<file path="src/rtl/stq_pkg.sv">
// Shared constants, types and request codes of the sorted timer task queue.
package stq_pkg;

    localparam int NUM_TASKS  = 16;
    localparam int TIME_BITS  = 32;
    localparam int ID_SPACE   = 16;
    localparam int ID_W       = 4;
    localparam int REQ_W      = 3;
    localparam int OUT_TIME_W = 32;
    localparam int CNT_W      = $clog2(NUM_TASKS + 1);
    localparam int IDX_W      = $clog2(NUM_TASKS);
    localparam int CALC_W     = (TIME_BITS > OUT_TIME_W) ? TIME_BITS : OUT_TIME_W;

    localparam logic [REQ_W-1:0] REQ_ADD     = 3'd0;
    localparam logic [REQ_W-1:0] REQ_REPLACE = 3'd1;
    localparam logic [REQ_W-1:0] REQ_REMOVE  = 3'd2;
    localparam logic [REQ_W-1:0] REQ_ELAPSE  = 3'd3;
    localparam logic [REQ_W-1:0] REQ_TAKE    = 3'd4;

    localparam logic [OUT_TIME_W-1:0] EMPTY_EXPIRATION = '1;

    typedef logic [TIME_BITS-1:0] tick_ms_t;

    typedef struct packed {
        logic [ID_W-1:0] id;
        tick_ms_t        tm;
    } entry_t;

    localparam int ENTRY_W = $bits(entry_t);

    typedef struct packed {
        logic [REQ_W-1:0]      req_type;
        logic [ID_W-1:0]       task_id;
        logic [OUT_TIME_W-1:0] expiration_ms;
        logic [OUT_TIME_W-1:0] elapsed_ms;
    } req_t;

    typedef struct packed {
        logic                  taken_valid;
        logic [ID_W-1:0]       taken_task;
        logic                  queue_nonempty;
        logic [OUT_TIME_W-1:0] next_expiration;
        logic                  status;
    } res_t;

endpackage

</file>
<file path="src/rtl/sorted_timer_task_queue.sv">
// Top level of the sorted timer task queue: entry memory, sequencer, result register.
//
// Usage notes
//   Input channel (in_valid/in_ready) carries one request word: add, replace,
//   remove, elapse or take, with task_id, expiration_ms and elapsed_ms.
//   Output channel (out_valid/out_ready) returns exactly one result word per
//   request: taken task, queue state, head's remaining time and status.
//   Entries live in one 16-deep memory, head first, sorted by remaining time.
//   Each request that goes ahead walks the occupied entries through the single
//   read port, one entry per cycle, with the write port trailing by one slot.
//   A replace of a queued task walks the entries twice, first to remove the
//   old entry and then to insert the new one; a rejected request, or a take
//   with no expired head, goes straight to the result without a walk.
//   One request at a time: in_ready is high only while the sequencer is idle,
//   so a new request is accepted only once the last one has finished.
//   A finished word sits in the output register; the next request can be
//   accepted while it waits, and a stalled receiver holds the sequencer only
//   when the following result is ready to be written.
//   Reset empties the queue (count and per-task flags cleared); memory
//   contents are left alone; a stale head read while empty is never used.
module sorted_timer_task_queue (
    input  logic                                clk,
    input  logic                                rst_n,
    input  logic                                in_valid,
    output logic                                in_ready,
    input  logic [stq_pkg::REQ_W-1:0]           req_type,
    input  logic [stq_pkg::ID_W-1:0]            task_id,
    input  logic [stq_pkg::OUT_TIME_W-1:0]      expiration_ms,
    input  logic [stq_pkg::OUT_TIME_W-1:0]      elapsed_ms,
    output logic                                out_valid,
    input  logic                                out_ready,
    output logic                                taken_valid,
    output logic [stq_pkg::ID_W-1:0]            taken_task,
    output logic                                queue_nonempty,
    output logic [stq_pkg::OUT_TIME_W-1:0]      next_expiration,
    output logic                                status
);

    stq_pkg::req_t                  req;
    stq_pkg::res_t                  res;
    stq_pkg::res_t                  res_reg;
    logic                           out_valid_reg;
    logic                           start;
    logic                           idle;
    logic                           res_free;
    logic                           res_done;

    // memory port signals
    logic                           ram_we;
    logic [stq_pkg::IDX_W-1:0]      ram_waddr;
    stq_pkg::entry_t                ram_wdata;
    logic                           ram_re;
    logic [stq_pkg::IDX_W-1:0]      ram_raddr;
    stq_pkg::entry_t                ram_rdata;

    assign req.req_type      = req_type;
    assign req.task_id       = task_id;
    assign req.expiration_ms = expiration_ms;
    assign req.elapsed_ms    = elapsed_ms;

    assign in_ready = idle;
    assign start    = in_valid && idle;

    // result register is free when empty or being drained this cycle
    assign res_free = !out_valid_reg || out_ready;

    stq_ram #(
        .WIDTH (stq_pkg::ENTRY_W),
        .DEPTH (stq_pkg::NUM_TASKS)
    ) u_entries (
        .clk   (clk),
        .we    (ram_we),
        .waddr (ram_waddr),
        .wdata (ram_wdata),
        .re    (ram_re),
        .raddr (ram_raddr),
        .rdata (ram_rdata)
    );

    stq_ctrl u_ctrl (
        .clk       (clk),
        .rst_n     (rst_n),
        .start     (start),
        .req       (req),
        .idle      (idle),
        .res_free  (res_free),
        .done      (res_done),
        .res       (res),
        .ram_we    (ram_we),
        .ram_waddr (ram_waddr),
        .ram_wdata (ram_wdata),
        .ram_re    (ram_re),
        .ram_raddr (ram_raddr),
        .ram_rdata (ram_rdata)
    );

    // output word register
    always_ff @(posedge clk or negedge rst_n)
    begin
        if (!rst_n)
        begin
            out_valid_reg <= 1'b0;
        end
        else
        begin
            if (res_done)
            begin
                out_valid_reg <= 1'b1;
                res_reg       <= res;
            end
            else if (out_ready)
            begin
                out_valid_reg <= 1'b0;
            end
        end
    end

    assign out_valid       = out_valid_reg;
    assign taken_valid     = res_reg.taken_valid;
    assign taken_task      = res_reg.taken_task;
    assign queue_nonempty  = res_reg.queue_nonempty;
    assign next_expiration = res_reg.next_expiration;
    assign status          = res_reg.status;

    // an accepted request leaves the sequencer busy in the following cycle
    a_busy_after_accept: assert property (@(posedge clk) disable iff (!rst_n)
        (in_valid && in_ready) |=> !in_ready)
        else $error("request accepted while sequencer still busy");

    // a finished word never overwrites one that is still waiting
    a_no_overwrite: assert property (@(posedge clk) disable iff (!rst_n)
        res_done |-> (!out_valid_reg || out_ready))
        else $error("result word overwritten");

    // empty queue reports all-ones head time
    a_empty_time: assert property (@(posedge clk) disable iff (!rst_n)
        (out_valid && !queue_nonempty)
            |-> (next_expiration == stq_pkg::EMPTY_EXPIRATION))
        else $error("empty queue with finite head time");

    // no dequeued task without a take, and a rejected add dequeues nothing
    a_taken_clean: assert property (@(posedge clk) disable iff (!rst_n)
        (out_valid && (!taken_valid || status))
            |-> (taken_task == '0 && !(taken_valid && status)))
        else $error("inconsistent taken task fields");

endmodule

</file>
<file path="src/rtl/stq_ram.sv">
// Generic simple dual-port RAM with one write port and a registered read port.
module stq_ram #(
    parameter int WIDTH = 8,
    parameter int DEPTH = 16
) (
    input  logic                     clk,
    input  logic                     we,
    input  logic [$clog2(DEPTH)-1:0] waddr,
    input  logic [WIDTH-1:0]         wdata,
    input  logic                     re,
    input  logic [$clog2(DEPTH)-1:0] raddr,
    output logic [WIDTH-1:0]         rdata
);

    logic [WIDTH-1:0] mem [DEPTH];

    always_ff @(posedge clk)
    begin
        if (we)
        begin
            mem[waddr] <= wdata;
        end
        if (re)
        begin
            rdata <= mem[raddr];
        end
    end

endmodule

</file>
<file path="src/rtl/stq_ctrl.sv">
// Sequencer: walks the entry memory to insert, remove, age and dequeue tasks.
module stq_ctrl (
    input  logic                             clk,
    input  logic                             rst_n,
    input  logic                             start,
    input  stq_pkg::req_t                    req,
    output logic                             idle,
    input  logic                             res_free,
    output logic                             done,
    output stq_pkg::res_t                    res,
    output logic                             ram_we,
    output logic [stq_pkg::IDX_W-1:0]        ram_waddr,
    output stq_pkg::entry_t                  ram_wdata,
    output logic                             ram_re,
    output logic [stq_pkg::IDX_W-1:0]        ram_raddr,
    input  stq_pkg::entry_t                  ram_rdata
);

    localparam int CALC_W = stq_pkg::CALC_W;
    localparam int TIME_BITS = stq_pkg::TIME_BITS;
    localparam int CNT_W = stq_pkg::CNT_W;

    typedef enum logic [2:0] {
        S_IDLE, S_SCAN, S_TAIL, S_HEAD_RD, S_HEAD_CAP, S_DONE
    } state_t;

    typedef enum logic [1:0] {
        PASS_ADD, PASS_REMOVE, PASS_ELAPSE
    } pass_t;

    state_t                               state_reg;
    pass_t                                pass_reg;
    logic                                 chain_add_reg;
    logic [stq_pkg::ID_W-1:0]             id_reg;
    stq_pkg::tick_ms_t                    time_reg;
    logic [stq_pkg::OUT_TIME_W-1:0]       el_reg;
    logic [CNT_W-1:0]                     cnt_reg;
    logic [stq_pkg::ID_SPACE-1:0]         flags_reg;
    logic [CNT_W-1:0]                     iss_reg;
    logic                                 pend_reg;
    logic [stq_pkg::IDX_W-1:0]            pos_reg;
    logic                                 found_reg;
    logic                                 ins_reg;
    stq_pkg::entry_t                      carry_reg;
    stq_pkg::entry_t                      head_reg;
    logic                                 taken_valid_reg;
    logic [stq_pkg::ID_W-1:0]             taken_task_reg;
    logic                                 status_reg;

    logic                                 id_ok;
    logic                                 full;
    logic                                 flag_hit;
    logic [CALC_W-1:0]                    exp_wide;
    stq_pkg::tick_ms_t                    new_time;
    logic                                 issue;
    logic                                 scan_end;
    logic                                 hit;
    logic                                 later;
    logic [CALC_W-1:0]                    age_a;
    logic [CALC_W-1:0]                    age_b;
    logic [CALC_W-1:0]                    age_diff;
    stq_pkg::tick_ms_t                    aged_time;
    logic [CALC_W-1:0]                    head_wide;

    assign id_ok    = (stq_pkg::NUM_TASKS >= stq_pkg::ID_SPACE)
                   || (int'(req.task_id) < stq_pkg::NUM_TASKS);
    assign full     = (cnt_reg == CNT_W'(stq_pkg::NUM_TASKS));
    assign flag_hit = flags_reg[req.task_id];
    assign exp_wide = CALC_W'(req.expiration_ms);
    assign new_time = exp_wide[TIME_BITS-1:0];
    assign issue    = (state_reg == S_SCAN) && (iss_reg < cnt_reg);
    assign scan_end = !pend_reg && (iss_reg >= cnt_reg);
    assign hit      = (ram_rdata.id == id_reg);
    assign later    = (ram_rdata.tm > time_reg);

    // saturating age of the arriving entry
    assign age_a     = CALC_W'(ram_rdata.tm);
    assign age_b     = CALC_W'(el_reg);
    assign age_diff  = (age_a > age_b) ? (age_a - age_b) : '0;
    assign aged_time = age_diff[TIME_BITS-1:0];

    // memory ports: reads lead writes by one slot, so addresses never collide
    always_comb
    begin
        ram_re    = 1'b0;
        ram_raddr = iss_reg[stq_pkg::IDX_W-1:0];
        ram_we    = 1'b0;
        ram_waddr = pos_reg;
        ram_wdata = ram_rdata;
        unique case (state_reg)
            S_SCAN:
            begin
                ram_re = issue;
                if (pend_reg)
                begin
                    unique case (pass_reg)
                        PASS_ELAPSE:
                        begin
                            ram_we    = 1'b1;
                            ram_wdata = '{id: ram_rdata.id, tm: aged_time};
                        end
                        PASS_REMOVE:
                        begin
                            if (found_reg)
                            begin
                                ram_we    = 1'b1;
                                ram_waddr = pos_reg - 1'b1;
                            end
                        end
                        PASS_ADD:
                        begin
                            if (ins_reg)
                            begin
                                ram_we    = 1'b1;
                                ram_wdata = carry_reg;
                            end
                            else if (later)
                            begin
                                ram_we    = 1'b1;
                                ram_wdata = '{id: id_reg, tm: time_reg};
                            end
                        end
                        default:
                        begin
                        end
                    endcase
                end
            end
            S_TAIL:
            begin
                if (pass_reg == PASS_ADD)
                begin
                    ram_we    = 1'b1;
                    ram_waddr = cnt_reg[stq_pkg::IDX_W-1:0];
                    ram_wdata = ins_reg ? carry_reg
                                        : stq_pkg::entry_t'{id: id_reg, tm: time_reg};
                end
            end
            S_HEAD_RD:
            begin
                ram_re    = 1'b1;
                ram_raddr = '0;
            end
            default:
            begin
            end
        endcase
    end

    always_ff @(posedge clk or negedge rst_n)
    begin
        if (!rst_n)
        begin
            state_reg     <= S_IDLE;
            pass_reg      <= PASS_ADD;
            chain_add_reg <= 1'b0;
            cnt_reg       <= '0;
            flags_reg     <= '0;
            iss_reg       <= '0;
            pend_reg      <= 1'b0;
            found_reg     <= 1'b0;
            ins_reg       <= 1'b0;
        end
        else
        begin
            unique case (state_reg)
                S_IDLE:
                begin
                    if (start)
                    begin
                        id_reg          <= req.task_id;
                        time_reg        <= new_time;
                        el_reg          <= req.elapsed_ms;
                        iss_reg         <= '0;
                        pend_reg        <= 1'b0;
                        found_reg       <= 1'b0;
                        ins_reg         <= 1'b0;
                        chain_add_reg   <= 1'b0;
                        taken_valid_reg <= 1'b0;
                        taken_task_reg  <= '0;
                        status_reg      <= 1'b0;
                        unique case (req.req_type)
                            stq_pkg::REQ_ADD:
                            begin
                                if (id_ok && flag_hit)
                                begin
                                    status_reg <= 1'b1;
                                    state_reg  <= S_DONE;
                                end
                                else if (id_ok && !full)
                                begin
                                    pass_reg  <= PASS_ADD;
                                    state_reg <= S_SCAN;
                                end
                                else
                                begin
                                    state_reg <= S_DONE;
                                end
                            end
                            stq_pkg::REQ_REPLACE:
                            begin
                                if (id_ok && flag_hit)
                                begin
                                    pass_reg      <= PASS_REMOVE;
                                    chain_add_reg <= 1'b1;
                                    state_reg     <= S_SCAN;
                                end
                                else if (id_ok && !full)
                                begin
                                    pass_reg  <= PASS_ADD;
                                    state_reg <= S_SCAN;
                                end
                                else
                                begin
                                    state_reg <= S_DONE;
                                end
                            end
                            stq_pkg::REQ_REMOVE:
                            begin
                                if (id_ok && flag_hit)
                                begin
                                    pass_reg  <= PASS_REMOVE;
                                    state_reg <= S_SCAN;
                                end
                                else
                                begin
                                    state_reg <= S_DONE;
                                end
                            end
                            stq_pkg::REQ_ELAPSE:
                            begin
                                pass_reg  <= PASS_ELAPSE;
                                state_reg <= S_SCAN;
                            end
                            stq_pkg::REQ_TAKE:
                            begin
                                if ((cnt_reg != '0) && (head_reg.tm == '0))
                                begin
                                    taken_valid_reg <= 1'b1;
                                    taken_task_reg  <= head_reg.id;
                                    id_reg          <= head_reg.id;
                                    pass_reg        <= PASS_REMOVE;
                                    state_reg       <= S_SCAN;
                                end
                                else
                                begin
                                    state_reg <= S_DONE;
                                end
                            end
                            default:
                            begin
                                state_reg <= S_DONE;
                            end
                        endcase
                    end
                end
                S_SCAN:
                begin
                    pend_reg <= issue;
                    pos_reg  <= iss_reg[stq_pkg::IDX_W-1:0];
                    if (issue)
                    begin
                        iss_reg <= iss_reg + 1'b1;
                    end
                    if (pend_reg)
                    begin
                        if ((pass_reg == PASS_REMOVE) && !found_reg && hit)
                        begin
                            found_reg <= 1'b1;
                        end
                        if (pass_reg == PASS_ADD)
                        begin
                            if (ins_reg)
                            begin
                                carry_reg <= ram_rdata;
                            end
                            else if (later)
                            begin
                                ins_reg   <= 1'b1;
                                carry_reg <= ram_rdata;
                            end
                        end
                    end
                    if (scan_end)
                    begin
                        state_reg <= S_TAIL;
                    end
                end
                S_TAIL:
                begin
                    if (pass_reg == PASS_ADD)
                    begin
                        cnt_reg           <= cnt_reg + 1'b1;
                        flags_reg[id_reg] <= 1'b1;
                    end
                    else if ((pass_reg == PASS_REMOVE) && found_reg)
                    begin
                        cnt_reg           <= cnt_reg - 1'b1;
                        flags_reg[id_reg] <= 1'b0;
                    end
                    // replace: removal done, now insert
                    if (chain_add_reg && (pass_reg == PASS_REMOVE))
                    begin
                        pass_reg      <= PASS_ADD;
                        chain_add_reg <= 1'b0;
                        iss_reg       <= '0;
                        pend_reg      <= 1'b0;
                        ins_reg       <= 1'b0;
                        state_reg     <= S_SCAN;
                    end
                    else
                    begin
                        state_reg <= S_HEAD_RD;
                    end
                end
                S_HEAD_RD:
                begin
                    state_reg <= S_HEAD_CAP;
                end
                S_HEAD_CAP:
                begin
                    head_reg  <= ram_rdata;
                    state_reg <= S_DONE;
                end
                S_DONE:
                begin
                    if (res_free)
                    begin
                        state_reg <= S_IDLE;
                    end
                end
                default:
                begin
                    state_reg <= S_IDLE;
                end
            endcase
        end
    end

    assign head_wide = CALC_W'(head_reg.tm);

    assign idle = (state_reg == S_IDLE);
    assign done = (state_reg == S_DONE) && res_free;

    assign res.taken_valid     = taken_valid_reg;
    assign res.taken_task      = taken_task_reg;
    assign res.queue_nonempty  = (cnt_reg != '0);
    assign res.next_expiration = (cnt_reg != '0) ? head_wide[stq_pkg::OUT_TIME_W-1:0]
                                                 : stq_pkg::EMPTY_EXPIRATION;
    assign res.status          = status_reg;

endmodule
</file>
<file path="config.mk">
export PLATFORM = sky130hd
export DESIGN_NAME = sorted_timer_task_queue
export DESIGN_NICKNAME = d
export VERILOG_FILES = /design/src/rtl/stq_pkg.sv /design/src/rtl/sorted_timer_task_queue.sv /design/src/rtl/stq_ram.sv /design/src/rtl/stq_ctrl.sv
export SDC_FILE = /design/constraint.sdc
export NUM_CORES = 1
export LEC_CHECK = 0
export BUFFER_PORTS_ARGS = -buffer_cell sky130_fd_sc_hd__buf_2
export CAP_MARGIN = 10
export CORE_MARGIN = 2
export CORE_UTILIZATION = 55
export CTS_BUF_LIST = sky130_fd_sc_hd__clkbuf_16
export CTS_CLUSTER_DIAMETER = 200
export CTS_CLUSTER_SIZE = 40
export DETAILED_ROUTE_END_ITERATION = 10
export GPL_TIMING_DRIVEN = 0
export PLACE_DENSITY_LB_ADDON = 0.2
export SLEW_MARGIN = 15
export SYNTH_ARGS = -nofsm -noshare
export SYNTH_HDL_FRONTEND = slang
export SYNTH_SLANG_ARGS = --single-unit
</file>
<file path="constraint.sdc">
create_clock -name clk -period 5 [get_ports clk]
set_input_delay 1 -clock clk [delete_from_list [all_inputs] [get_ports clk]]
set_output_delay 1 -clock clk [all_outputs]
set_load 0.01 [all_outputs]
</file>
; ---- After elaboration in Yosys (flattened, before gate mapping)
; Memories as Yosys holds them, arrays and structs flattened. A register that Yosys moved wholly into a read port is not among the register bits.
; Index checks and enable logic that the tools add are counted.
[totals]
register_bits = 225
mem_bits_rw = 576
in_bits = 75
output_inout_bits = 41
word_cells = 182
mem_count = 1
[op_classes]
addsub = 5
order_cmp = 7
n_eq_ne = 25
n_mux = 76
n_bitwise = 3
n_reduce_logical = 39
[mem_list]
columns = memory, words, width, rd, rd_clocked_by_memory_dff, wr, line_no
row1 = u_entries.mem, 16, 36, 1, 1, 1, stq_ram.sv:15  ; logic [WIDTH-1:0] mem [DEPTH];
[ops]
columns = cell, count
row1 = two-way mux 36 bit, 7
row2 = one-hot mux 36 bit (2 select lines), 2
row3 = > comparator 32 bit, 2
row4 = zero test 32 bit, 1
row5 = two-way mux 16 bit, 2
row6 = two-way mux 32 bit, 1
row7 = subtractor 32 bit, 1
row8 = two-way mux 4 bit, 7
row9 = two-way mux 5 bit, 5
row10 = two-way mux 3 bit, 8
row11 = two-way mux 1 bit, 21
row12 = one-hot mux 3 bit (6 select lines), 1
row13 = AND 16 bit, 1
row14 = two-way mux 2 bit, 8
row15 = NOT 16 bit, 1
row16 = bitwise OR 16 bit, 1
row17 = one-hot mux 3 bit (5 select lines), 1
row18 = one-hot mux 5 bit (3 select lines), 1
row19 = equality test 3 x 2 -> 1 bit (second input constant), 4
row20 = AND reduction 3 bit, 4
row21 = adder 5 x 1 -> 5 bit (second input constant), 2
row22 = logical AND 1 bit, 10
row23 = < comparator 4 x 5 -> 1 bit (second input constant), 2
row24 = != test 2 x 1 -> 1 bit (second input constant), 5
row25 = 33 further kinds, 57

; ---- Longest topological paths before layout
; Gate-level depths: netlist of run 1.
[depth]
word_depth = 8
ltp_mapped = 14
ltp_nobuf = 12

; ---- Hierarchy
; Synthesis of run 1 repeated with hierarchy kept, for this count alone.
[unflattened]
hier_cells = 2122
hier_area_um2 = 35489.0
[by_module_without_submodules]
columns = module, instances, cells_per_inst, area_each_um2, seq_area_each_um2
row1 = stq_ram, 1, 938, 22679.3, 18377.6
row2 = stq_ctrl, 1, 1140, 11578.6, 5380.2
row3 = sorted_timer_task_queue, 1, 44, 1231.2, 1196.1

; ---- Worst setup path after synthesis of run 1
; No wires, ideal clock.
[synth_timing]
path_kind = register to register
startpoint = register u_entries.rdata[11], read port of u_entries.mem
endpoint = memory u_entries.mem[11][0] (netlist bit), enable pin
setup_ns = 0.482
t_arrival_ns = 4.762
required_ns = 4.518
path_slack_ns = -0.244
stages_incl_launch_ff = 10
path_buffers = 0
synth_period_minus_slack_ns = 5.244
path_cell_list = edfxtp_1 > ha_1 > nand4_1 > or2_0 > a211o_1 > a31oi_1 > or3_1 > o211ai_1 > a21oi_1 > nor3b_1
[synth_via]
elab_chain_len = 8
[synth_lines]
columns = item, line_no
row1 = "start, declared", stq_ram.sv:12  ; output logic [WIDTH-1:0] rdata
row2 = > comparator 32 bit, stq_ctrl.sv:74  ; assign later = (ram_rdata.tm > time_reg);
row3 = two-way mux 1 bit, stq_ctrl.sv:117  ; else if (later)
row4 = two-way mux 1 bit, n/a
row5 = one-hot mux 1 bit (3 select lines), stq_ctrl.sv:96  ; unique case (pass_reg)
row6 = two-way mux 1 bit, stq_ctrl.sv:94  ; if (pend_reg)
row7 = one-hot mux 1 bit (2 select lines), stq_ctrl.sv:90  ; unique case (state_reg)
row8 = two-way mux 1 bit, stq_ram.sv:19  ; if (we)
row9 = two-way mux 1 bit (implied by the code), stq_ram.sv:21  ; mem[waddr] <= wdata;
row10 = "end, declared", stq_ram.sv:15
; No other way between the ends.

; ---- Worst setup path in the final report of run 1
[layout_timing]
startpoint = register u_entries.rdata[11], read port of u_entries.mem
endpoint = memory u_entries.mem[4][22] (netlist bit), enable pin
; The elaborated chain is that of the path after synthesis.

==> results.py, run 1 <==
metrics = {
    "logic_synthesis": {
        "yosysTopAreaCell": "edfxtp_1",
        "synth-seq-cells": 837,
        "syn_area_sq_mm": 0.0370,
        "synthTopCellsByCount": "edfxtp_1, a21oi_1, o21ai_0",
        "ys_seq_area_share_pct": 67.5,
        "synth_cell_types": 80,
        "syn_nets": 2815,
        "syn_avg_cell_area_sq_um": 13.9,
        "synthTopCellsByArea": "edfxtp_1, mux2_2, a21oi_1",
        "synth.most_common_cell": "edfxtp_1",
        "synth-edff-count": 801,
        "ys.flop_type": "edfxtp_1",
        "yosysTopAreaCellShare_pct": 65.1,
        "yosysWarnings": 0,
        "synth_cells": 2664,
        "synthArstFlopShare_pct": 4.30,
    },
    "timing": {
        "setup_violations": 0,
        "whs_ns": 0.436,
        "hold_violations": 0,
        "clock_skew_ns": 0.0364,
        "final.setup.tns_ns": 0,
        "fin_crit_ns": 4.80,
        "relSlewSlack_pct": 34.9,
        "maxSlewViolCount": 0,
        "tightest_slew_ns": 0.968,
        "max_freq_mhz": 208,
        "timing.final.crit_share_pct": 96.0,
        "rsz0062_at_grt": "no",
    },
    "die": {
        "dieArea_sq_mm": 0.0693,
        "io_pins": 116,
        "core_sq_mm": 0.0668,
        "row_count": 95,
        "dieWidth_microns": 263,
        "fp.dieH_microns": 263,
        "start_util_pct": 55.3,
    },
    "detailed_routing": {
        "wirelength_microns": 98900,
        "drc": 0,
        "firstDrtPassIters": 6,
        "first_iter_violations": 2609,
        "vias": 23280,
        "vias_per_cell": 6.25,
        "post_drt_wl_per_cell_microns": 26.6,
        "ant_nets": 0,
    },
    "worst_setup_path": {
        "critPathBufInv": 1,
        "worstSetupEndpointType": "flip-flop",
        "cp.required_ns": 5.37,
        "path_class": "flip-flop to flip-flop",
        "worstPathArrival_ns": 5.17,
        "crit_chain": "ha_1 > nand4_1 > or2_0 > a211o_1 > a31oi_1 > or3_1 > o211ai_1 > a21boi_0 > nand2_1 > nor2_4 > buf_16",
        "critPathMaxFanout": 19,
        "critPathSlowestCell": "nor2_4",
        "cp_top_family": "simple AND/OR/NAND/NOR gates",
        "critPathLaunchType": "flip-flop",
        "critPathMaxStageDelay_ns": 0.73,
    },
    "worst_hold_path": {
        "hold_path.class": "flip-flop to flip-flop",
    },
    "pwr": {
        "power.density_mw_per_mm2": 630,
        "power.leakage_nw": 13.9,
        "peakVddDrop_uv": 358,
    },
    "grt": {
        "grt_overflow_total": 0,
        "track_usage_pct": 28.0,
        "grt_start_max_net_pins": 57,
        "antenna_found_initial": 1,
        "grt_pass1_vias": 23097,
        "grt_first_pass_wirelength_microns": 145000,
    },
    "run": {
        "drv_cap": 0,
    },
    "placement": {
        "dp_hpwl_microns": 74300,
        "port_buffers": 114,
        "gp_congestion": 0.883,
    },
    "final_layout": {
        "fill_cells": 5128,
        "nNetsFinal": 2993,
        "layout-drive-gt1-share_pct": 15.0,
        "area_delta_synth_final_pct": 8.42,
        "final_core_util_pct": 60.0,
        "largest_reg_flops": 576,
    },
    "clocking": {
        "path_clk_slew_ns": 0.14,
        "h-tree-depth": 1,
        "cts_sinks": 837,
        "numCtsBuffers": 24,
        "clkLatencyLatePin_ns": 0.67,
        "cts-root-buf": "clkbuf_16",
        "clk_path_buf_depth": 3,
        "cts_tree": "built",
    },
    "status": {
        "status": "finished clean",
    },
}
## worst register-to-register path: cells and delay by family, from the launching register on
kind,cells,cell delay (ns)
AND/OR/NAND/NOR,5,1.92
AO/OA/AOI/OAI,4,1.39
flip-flops,1,0.57
adder cells (fa/ha/maj),1,0.39
buffers and inverters,1,0.25
## routing by layer
layer / wire (microns) / GRT usage, %
met5: 13 / 0
met3: 6300 / 2.97
met2: 50400 / 49.7
met4: 2720 / 7.51
met1: 39400 / 37.0
## kinds of logic after synthesis
kind of cell               after synthesis  share of synthesized area [%]
muxes                                  262                           7.78
adders and majority gates               76                           2.61
buffers and inverters                  241                           2.55
DFF                                    837                           67.5
AOI/OAI and AO/OA                      715                           11.9
xor gates and xnor gates                37                          0.877
and+or+nand+nor                        496                           6.71
## layout make-up
cell class / instances / area [sq um] / area share, %
inverters: 88 / 330 / 0.824
flip-flops and latches: 837 / 25000 / 62.3
repair buffers: 153 / 1220 / 3.04
well taps: 873 / 1090 / 2.73
clock inverters: 9 / 61.3 / 0.153
plain buffers: 152 / 609 / 1.52
clock buffers: 24 / 601 / 1.50
diodes: 1 / 2.50 / 0.00625
multi-input cells: 1586 / 11200 / 28.0
## path summary, 6_finish.rpt
kind	start	end	slack [ns]	cells past startpoint
worst max-delay path	u_entries.rdata[11]	u_entries.mem[4][22]	0.20	11
worst min-delay path	u_ctrl.status_reg	status	0.44	0
worst max register to register	u_entries.rdata[11]	u_entries.mem[4][22]	0.20	11
worst min register to register	u_ctrl.status_reg	status	0.44	0
max in group asynchronous	rst_n	asynchronous set/reset pin	3.96	1
min in group asynchronous	rst_n	u_ctrl.cnt_reg[3]	0.46	1
## report_power, final
group | switching, mW | internal (mW)
registers | 0.751 | 10.7
clock network | 1.96 | 0.894
logic | 7.52 | 3.39
## cells in the final DEF, fill, tap and decap left out, types with 16 or more instances in the layout
cell / n
nand3_1: 63
dfrtp_1: 36
xnor2_1: 20
a221oi_1: 55
a21o_1: 21
o21ai_1: 16
nand4_1: 18
edfxtp_1: 801
nand2b_1: 23
ha_1: 74
nor2_1: 51
and3_1: 50
a21oi_1: 268
clkbuf_1: 130
inv_1: 94
buf_2: 126
xor2_1: 17
o221ai_1: 38
o31ai_1: 48
clkbuf_16: 24
or2_2: 36
mux2_2: 150
mux2i_1: 106
buf_4: 20
o21ai_0: 174
nand2_1: 164
nor3_1: 16
## per-stage QoR
stage	setup WS, ns	power (mW)	cell area [sq um]	instances
after floorplan	0.692	17.9	37000	2664
after global placement	-1.67	21.6	38600	3651
after detailed placement	-0.0103	22.3	39400	3690
after CTS	0.147	25.1	40100	3723
after global routing	0.0928	26.4	40100	3722
final	0.198	25.2	40100	3723
## repair_timing
item                                    4_1_cts  5_1_grt
endpoints found under the setup margin       36       36
pin swaps                                     0        0
hold buffers                                  0        0
resized for setup                             1        0
setup buffers                                 0        0
Power figures use the tool's default switching activity.
==> inputs of run 2 (changes only) <==
PLACE_DENSITY = 0.77   (was default)
PLACE_DENSITY_LB_ADDON = default   (was 0.2)
==> run 2 against run 1 <==
- critical path depth decreased by 1
- hold slack got worse by 0.0064 ns
- maximum frequency increased by 1.1%
- register-to-register slack improved by 0.05 ns
- critical path type unchanged
- critical endpoint is now u_entries.mem[7][22]
==> results.py, run 2 (same netlist as run 1, synthesis figures left out) <==
metrics = {
    "timing": {
        "hold_violations": 0,
        "fin_crit_ns": 4.75,
        "final.setup.tns_ns": 0,
        "tightest_slew_ns": 1.05,
        "maxSlewViolCount": 0,
        "timing.final.crit_share_pct": 95.0,
        "layout_setup_ws_ns": 0.250,
        "relSlewSlack_pct": 29.1,
        "max_freq_mhz": 211,
        "clock_skew_ns": 0.0352,
        "whs_ns": 0.430,
        "setup_violations": 0,
        "rsz0062_at_grt": "no",
    },
    "detailed_routing": {
        "first_iter_violations": 3211,
        "post_drt_wl_per_cell_microns": 26.6,
        "drc": 0,
        "firstDrtPassIters": 7,
        "vias_per_cell": 6.38,
        "wirelength_microns": 99000,
        "vias": 23795,
        "ant_nets": 0,
    },
    "final_layout": {
        "n_antenna_cell": 0,
        "final_common_cell": "edfxtp_1",
        "final_cell_mix": "edfxtp_1, a21oi_1, o21ai_0, nand2_1, mux2_2",
        "largest_reg_flops": 576,
        "area_delta_synth_final_pct": 8.59,
        "nNetsFinal": 2998,
        "final_core_util_pct": 60.1,
        "fill_cells": 4986,
        "layout-drive-gt1-share_pct": 15.1,
    },
    "clocking": {
        "cts_sinks": 837,
        "h-tree-depth": 1,
        "numCtsBuffers": 24,
        "clk_path_buf_depth": 3,
        "clkLatencyLatePin_ns": 0.67,
        "cts-root-buf": "clkbuf_16",
        "path_clk_slew_ns": 0.14,
        "ctsHoldBuffers": 0,
        "cts_tree": "built",
    },
    "worst_setup_path": {
        "crit_chain": "clkbuf_1 > nor2_1 > clkbuf_1 > inv_1 > nor2_1 > a22oi_1 > o21ai_0 > nand2_1 > nor2b_4 > buf_16",
        "critPathLaunchType": "flip-flop",
        "cp.required_ns": 5.38,
        "worstSetupEndpointType": "flip-flop",
        "critPathMaxFanout": 20,
        "critPathMaxStageDelay_ns": 0.76,
        "critPathSlowestCell": "nor2_1",
        "worstPathArrival_ns": 5.13,
        "path_class": "flip-flop to flip-flop",
    },
    "die": {
        "row_count": 95,
        "start_util_pct": 55.3,
        "io_pins": 116,
        "dieArea_sq_mm": 0.0693,
        "core_sq_mm": 0.0668,
        "fp.dieH_microns": 263,
        "dieWidth_microns": 263,
    },
    "grt": {
        "antenna_found_initial": 1,
        "grt_pass1_vias": 23515,
        "grt_start_max_net_pins": 63,
        "grt_overflow_total": 0,
        "grt_first_pass_wirelength_microns": 146000,
        "track_usage_pct": 27.8,
    },
    "placement": {
        "pre_cts_slack_ns": 0.129,
        "dp_hpwl_microns": 73400,
        "gp_congestion": 0.926,
        "port_buffers": 114,
    },
    "run": {
        "drv_cap": 0,
    },
    "pwr": {
        "power.density_mw_per_mm2": 632,
        "peakVddDrop_uv": 343,
        "power.leakage_nw": 13.9,
        "total_power_mw": 25.4,
    },
    "worst_hold_path": {
        "hold_path.class": "flip-flop to flip-flop",
    },
    "status": {
        "status": "finished clean",
    },
}
-- run 2: layout make-up --
cell class,count,area [sq um],area share [%]
Inverter,88,330,0.823
Clock buffer,24,601,1.50
Clock inverter,9,61.3,0.153
Multi-Input combinational cell,1586,11200,27.9
Tap cell,873,1090,2.72
Buffer,153,613,1.53
Timing Repair Buffer,157,1270,3.17
Sequential cell,837,25000,62.2
-- run 2: worst max-delay path, delay by kind of cell, from the launching register on --
family / cells / cell delay (ns)
simple gates: 4 / 2.17
flops: 1 / 0.39
compound gates: 2 / 0.58
buf+inv: 4 / 1.30
-- run 2: metrics by stage --
stage / area [sq um] / instances
floorplan: 37000 / 2664
global placement: 38600 / 3651
detailed placement: 39400 / 3688
CTS: 40000 / 3721
global route: 40100 / 3727
finish: 40100 / 3727
-- run 2: repair_timing --
action                     4_1_cts  5_1_grt
gates resized for setup          0        2
setup buffers                    0        6
setup endpoints to repair        0      104
-- run 2: report_power, final --
group          total (mW)  internal [mW]  leakage, nW  switching, mW
registers            11.5           10.7         7.78          0.768
logic                11.0           3.40         5.76           7.60
clock network        2.87          0.894        0.348           1.98
-- run 2: final timing paths --
path                       cells past startpoint  slack [ns]                    endpoint                startpoint
max                                           10        0.25        u_entries.mem[7][22]        u_ctrl.pass_reg[1]
min                                            0        0.43               taken_task[0]  u_ctrl.taken_task_reg[0]
max reg2reg                                   10        0.25        u_entries.mem[7][22]        u_ctrl.pass_reg[1]
min reg2reg                                    0        0.43               taken_task[0]  u_ctrl.taken_task_reg[0]
max in group asynchronous                      1        3.97         u_ctrl.state_reg[2]                     rst_n
min in group asynchronous                      1        0.46  asynchronous set/reset pin                     rst_n
-- run 2: routing by layer --
| layer | global-route usage (%) | up-vias | share of wire (%) |
|---|---|---|---|
| li1 | - | 10613 | - |
| met1 | 37.0 | 11854 | 39 |
| met2 | 48.5 | 1167 | 50 |
| met3 | 3.24 | 161 | 7.9 |
| met4 | 8.05 | 0 | 3.0 |
| met5 | 0 | - | 0 |
